File: src/hw/rtl/mct_pkg.sv
// shared types, constants and helpers of the macd crossover trader
package mct_pkg;

   localparam int MAX_WINDOW = 32;
   localparam int HIST_DEPTH = MAX_WINDOW + 1;
   localparam int ADDR_W     = $clog2(HIST_DEPTH);
   localparam int CNT_W      = $clog2(MAX_WINDOW + 1);
   localparam longint WONE   = 64'd1 << 24;

   // q.24 decay factor per window size, (n-3)/(n-1); size 2 carries magnitude 1.0
   localparam logic [24:0] ALPHA_TABLE [0:32] = '{
      25'd0, 25'd0, 25'(WONE), 25'd0,
      25'((1 * WONE) / 3),   25'((2 * WONE) / 4),   25'((3 * WONE) / 5),
      25'((4 * WONE) / 6),   25'((5 * WONE) / 7),   25'((6 * WONE) / 8),
      25'((7 * WONE) / 9),   25'((8 * WONE) / 10),  25'((9 * WONE) / 11),
      25'((10 * WONE) / 12), 25'((11 * WONE) / 13), 25'((12 * WONE) / 14),
      25'((13 * WONE) / 15), 25'((14 * WONE) / 16), 25'((15 * WONE) / 17),
      25'((16 * WONE) / 18), 25'((17 * WONE) / 19), 25'((18 * WONE) / 20),
      25'((19 * WONE) / 21), 25'((20 * WONE) / 22), 25'((21 * WONE) / 23),
      25'((22 * WONE) / 24), 25'((23 * WONE) / 25), 25'((24 * WONE) / 26),
      25'((25 * WONE) / 27), 25'((26 * WONE) / 28), 25'((27 * WONE) / 29),
      25'((28 * WONE) / 30), 25'((29 * WONE) / 31)
   };

   localparam logic [1:0] ACT_NONE = 2'd0;
   localparam logic [1:0] ACT_BUY  = 2'd1;
   localparam logic [1:0] ACT_SELL = 2'd2;

   localparam logic [2:0] CSR_FAST_WINDOW   = 3'd0;
   localparam logic [2:0] CSR_SLOW_WINDOW   = 3'd1;
   localparam logic [2:0] CSR_SIGNAL_WINDOW = 3'd2;
   localparam logic [2:0] CSR_REBUY_RATIO   = 3'd3;
   localparam logic [2:0] CSR_SELL_FLOOR    = 3'd4;
   localparam logic [2:0] CSR_STOP_LOSS     = 3'd5;

   localparam logic [5:0]  RST_FAST_WINDOW   = 6'd12;
   localparam logic [5:0]  RST_SLOW_WINDOW   = 6'd26;
   localparam logic [5:0]  RST_SIGNAL_WINDOW = 6'd9;
   localparam logic [15:0] RST_REBUY_RATIO   = 16'd58982;
   localparam logic [15:0] RST_SELL_FLOOR    = 16'd62915;
   localparam logic [15:0] RST_STOP_LOSS     = 16'd55706;

   typedef struct packed {
      logic [31:0] price;
      logic        start_series;
   } req_type;

   typedef struct packed {
      logic signed [31:0] macd_value;
      logic signed [31:0] signal_value;
      logic [1:0]         action;
   } rsp_type;

   typedef struct packed {
      logic done;
      logic busy;
   } div_status_type;

   function automatic logic signed [31:0] sat32(input logic signed [64:0] v);
      logic signed [31:0] r;
      if (v > 65'sd2147483647) r = 32'sh7fffffff;
      else if (v < -65'sd2147483648) r = 32'sh80000000;
      else r = v[31:0];
      return r;
   endfunction

endpackage

File: src/hw/rtl/mct_divider.sv
// signed 64 by unsigned 32 divider, two quotient bits per cycle, truncating
module mct_divider import mct_pkg::*; (
   input  logic               clock,
   input  logic               reset,
   input  logic               start,
   input  logic signed [63:0] dividend,
   input  logic [31:0]        divisor,
   output logic signed [63:0] quotient,
   output div_status_type     status
);
   logic        busy_ff, busy_in;
   logic        done_ff, done_in;
   logic        neg_ff, neg_in;
   logic [4:0]  cnt_ff, cnt_in;
   logic [31:0] den_ff, den_in;
   logic [31:0] rem_ff, rem_in;
   logic [63:0] dvd_ff, dvd_in;
   logic [32:0] r1, r2;
   logic [32:0] r1s, r2s;
   logic        ge1, ge2;

   always_comb begin
      r1  = {rem_ff, dvd_ff[63]};
      ge1 = r1 >= {1'b0, den_ff};
      r1s = ge1 ? r1 - {1'b0, den_ff} : r1;
      r2  = {r1s[31:0], dvd_ff[62]};
      ge2 = r2 >= {1'b0, den_ff};
      r2s = ge2 ? r2 - {1'b0, den_ff} : r2;

      busy_in = busy_ff;
      done_in = 1'b0;
      neg_in  = neg_ff;
      cnt_in  = cnt_ff;
      den_in  = den_ff;
      rem_in  = rem_ff;
      dvd_in  = dvd_ff;
      if (start) begin
         busy_in = 1'b1;
         neg_in  = dividend[63];
         dvd_in  = dividend[63] ? 64'(-dividend) : 64'(dividend);
         den_in  = divisor;
         rem_in  = '0;
         cnt_in  = '0;
      end else if (busy_ff) begin
         dvd_in = {dvd_ff[61:0], ge1, ge2};
         rem_in = r2s[31:0];
         cnt_in = cnt_ff + 5'd1;
         if (cnt_ff == 5'd31) begin
            busy_in = 1'b0;
            done_in = 1'b1;
         end
      end
   end

   always_ff @(posedge clock) begin
      if (reset) begin
         busy_ff <= 1'b0;
         done_ff <= 1'b0;
      end else begin
         busy_ff <= busy_in;
         done_ff <= done_in;
      end
      neg_ff <= neg_in;
      cnt_ff <= cnt_in;
      den_ff <= den_in;
      rem_ff <= rem_in;
      dvd_ff <= dvd_in;
   end

   assign quotient    = neg_ff ? -$signed(dvd_ff) : $signed(dvd_ff);
   assign status.done = done_ff;
   assign status.busy = busy_ff;
endmodule

File: config.mk
export PLATFORM = sky130hd
export DESIGN_NAME = mct_divider
export DESIGN_NICKNAME = d
export VERILOG_FILES = /design/src/hw/rtl/mct_pkg.sv /design/src/hw/rtl/mct_divider.sv
export SDC_FILE = /design/constraint.sdc
export NUM_CORES = 1
export LEC_CHECK = 0
export ABC_CLOCK_PERIOD_IN_PS = 8280
export BUFFER_PORTS_ARGS = -buffer_cell sky130_fd_sc_hd__buf_2
export CORE_MARGIN = 4
export CORE_UTILIZATION = 59
export CTS_CLUSTER_DIAMETER = 60
export DETAILED_ROUTE_END_ITERATION = 7
export GPL_TIMING_DRIVEN = 0
export PLACE_DENSITY = 0.87
export SLEW_MARGIN = 20
export SYNTH_ARGS = -nofsm -noshare
export SYNTH_HDL_FRONTEND = slang
export SYNTH_SLANG_ARGS = --single-unit
export TNS_END_PERCENT = 1
File: constraint.sdc
create_clock -name clock -period 8.28 [get_ports clock]
set_clock_uncertainty 0.05 [all_clocks]
set_input_delay 1.242 -clock clock [delete_from_list [all_inputs] [get_ports clock]]
set_output_delay 1.242 -clock clock [all_outputs]
set_load 0.02 [all_outputs]
==> flow_summary.yaml <==
critical_path:
  r2r_setup_slack_ns: 0.50
  slowest_delay_ns: 0.67
  critPathCaptureType: "flop"
  reg2reg_depth: 26
  start_kind: "flop"
  crit_slowest_cell: "clkbuf_1"
  worstReg2RegStart: "den_ff[14]"
  r2r-end: "rem_ff[14]"
  crit_type: "flop to flop"
  worstPathMaxFanout: 10
  arrival_ns: 8.08
  crit_buf_inv: 4
  required_ns: 8.57
  crit_family: "compound AO/OA/AOI/OAI gates"
power_and_ir_drop:
  leakagePower_nw: 5.40
  ir_worst_vdd_mv: 0.184
  powerDensity_nw_per_um2: 318
clocking:
  path_clk_slew_ns: 0.07
  cts_max_level: 4
  cts_hold_buf: 0
  ctsRootBufferMaster: "clkbuf_16"
  cts.path.max_buffers: 2
  post-cts-setup-buffers: 0
  tritoncts: "yes"
  clock_latency_ns: 0.44
  cts_inserted_buffers: 17
  cts_sinks: 136
placed_design:
  dp.cells: 1737
  place_ws_ns: 0.715
  post_dp_cell_area_um2: 12600
  gp_congestion: 0.989
  dp_hpwl_um: 25400
  portBuffers: 164
sta:
  hold_viol: 0
  tns_ns: 0
  min_period_ns: 7.78
  worst_slack_ns: 0.496
  tightestPinTransition_ns: 0.857
  timing.fmax_mhz: 128
  relSlewSlack_pct: 42.8
  setup_viol: 0
  fin_crit_sh_pct: 94.0
  rsz0062_at_grt: "false"
  drv_slew: 0
grt:
  grt-ovfl-total: 0
  grt_pass1_vias: 10600
  grt_use_total_pct: 30.2
  top_usage_layer: "met2"
  grt_max_degree: 44
  antenna_found_initial: 1
  grt_pass1_wl_um: 53300
  grt_util_met3_pct: 6.08
  grt.met1_usage_pct: 40.5
  grt_use_met2_pct: 48.1
outcome:
  outcome: "completed"
final_layout:
  nNetsFinal: 1665
  drive_gt1_share_pct: 16.6
  fill_cells: 1473
  finalInstanceArea_um2: 13200
  final_common_cell: "buf_2"
  multiInputGateArea_um2: 7310
  area_delta_synth_final_pct: 15.7
  final_util_pct: 70.1
  layoutNonFillerInstCount: 1770
  regArea_um2: 3690
  layout_common_cells: "164 x buf_2, 130 x nor2_1, 114 x a21oi_1"
synth:
  synth_area_um2: 11400
  ys_ff_latch: 136
  dominantRegCellSynth: "edfxtp_1"
  synth_cell_types: 61
  avgSynthCellArea_um2: 8.72
  yosysSeqAreaShare_pct: 32.3
  synth_edf_count: 97
  synth_largest_area_cell: "edfxtp_1"
  yosys_warnings: 0
  syn_nets: 1481
  syn_inst: 1312
  async_reset_ff_share_pct: 0
  yosys.area.top_type_share_pct: 25.5
  yosys-top-cells-area: "edfxtp_1 25%, xnor2_1 8.3%, ha_1 7.4%"
routing:
  wl_um: 33700
  ant_nets: 0
  remaining_drc_errors: 0
  wire_per_inst_um: 19.1
  dr.first_iter.drc_count: 1057
  via_count: 11100
  dr.pass1.iters: 7
  vias_per_cell: 6.27
min_path:
  worstHoldStart: "rem_ff[31]"
  holdPathStages: 2
  holdPathEnd: "rem_ff[31]"
  holdCritPathClass: "flop to flop"
die:
  die_h_um: 147
  start_util_pct: 60.6
  die_w_um: 147
  die_area_um2: 21700
  std_cell_rows: 50
  core-area_um2: 18900
  ios: 165
job:
  maxCapViolCount: 0
per-stage QoR:
stage | hold WS [ns] | power [W]
after detailed placement | 0.430 | 0.00332
after CTS | 0.439 | 0.00415
after global placement | 0.415 | 0.00326
final | 0.444 | 0.00421
after floorplan | 0.376 | 0.00275
after global routing | 0.462 | 0.00446
cell usage after synthesis (all sizes together) (3+ instances only):
library cell	count
ha	68
a31o	3
o41ai	16
mux2	26
xor2	75
dfxtp	39
o21bai	6
clkbuf	57
or2	14
a221oi	3
nand2	85
inv	55
nand3b	5
nor3	17
and3	14
o21a	7
nand3	25
edfxtp	97
nand2b	16
nor4	9
xnor2	108
o211ai	6
nor2	130
a21boi	3
or3	18
o21ai	82
nor2b	9
a31oi	8
o31ai	46
nand4	14
buf	3
a211oi	25
mux2i	33
and4	3
a21oi	114
or4	17
a21o	29
area by class of cell:
class | count | area share (%)
antenna | 1 | 0.0189
buffer | 60 | 1.81
clock buffer | 17 | 3.21
clock inverter | 15 | 1.47
inverter | 55 | 1.58
multi-input combinational | 1061 | 55.2
sequential | 136 | 27.9
tap | 260 | 2.46
timing repair buffer | 165 | 6.35
how the worst max path moves through the flow:
stage / from / end / slack (ns) / cells past startpoint
3_3_place_gp: den_ff[7] / rem_ff[14] / 0.77 / 27
6_report: den_ff[14] / rem_ff[14] / 0.50 / 26
5_1_grt: den_ff[7] / rem_ff[14] / 0.07 / 27
4_1_cts: den_ff[7] / rem_ff[14] / 0.64 / 27
2_1_floorplan: den_ff[7] / rem_ff[29] / 2.21 / 27
3_5_place_dp: den_ff[7] / rem_ff[14] / 0.72 / 27
registers in the layout, indices dropped and copies added, names as in the netlist:
signal and count:
dvd_ff 64, cnt_ff 5, busy_ff 1, neg_ff 1, rem_ff 32, done_ff 1, den_ff 32
tightest hold or removal path, delay by kind of cell, from the launching register on:
kind,cells,cell delay (ns)
AO/OA/AOI/OAI,1,0.06
flip-flops,1,0.33
AND/OR/NAND/NOR,1,0.05
layer usage:
layer,routed length (µm),vias to the layer above
li1,-,5173
met2,15400,647
met3,3160,102
met5,0,-
met1,14000,5172
met4,1220,0
cell families after synthesis:
logic type      after synthesis  share of synthesized area, %
compound gates              367                          20.3
xor+xnor                    183                          14.0
fa+ha+maj                    70                          7.78
buf+inv                     115                          3.87
flops                       136                          32.3
mux                          59                          5.45
simple gates                382                          16.3
what timing repair did:
item,4_1_cts,5_1_grt
hold endpoints to repair,0,0
resized for setup,0,5
setup endpoints to repair,0,5
where the power goes:
part / switching (W) / total [W] / internal (W)
Clock: 0.000333 / 0.000815 / 0.000482
Combinational: 0.00143 / 0.00244 / 0.00102
Sequential: 0.000103 / 0.000951 / 0.000848
Total: 0.00186 / 0.00421 / 0.00235
Note: power is estimated with default switching activity, not from simulation.
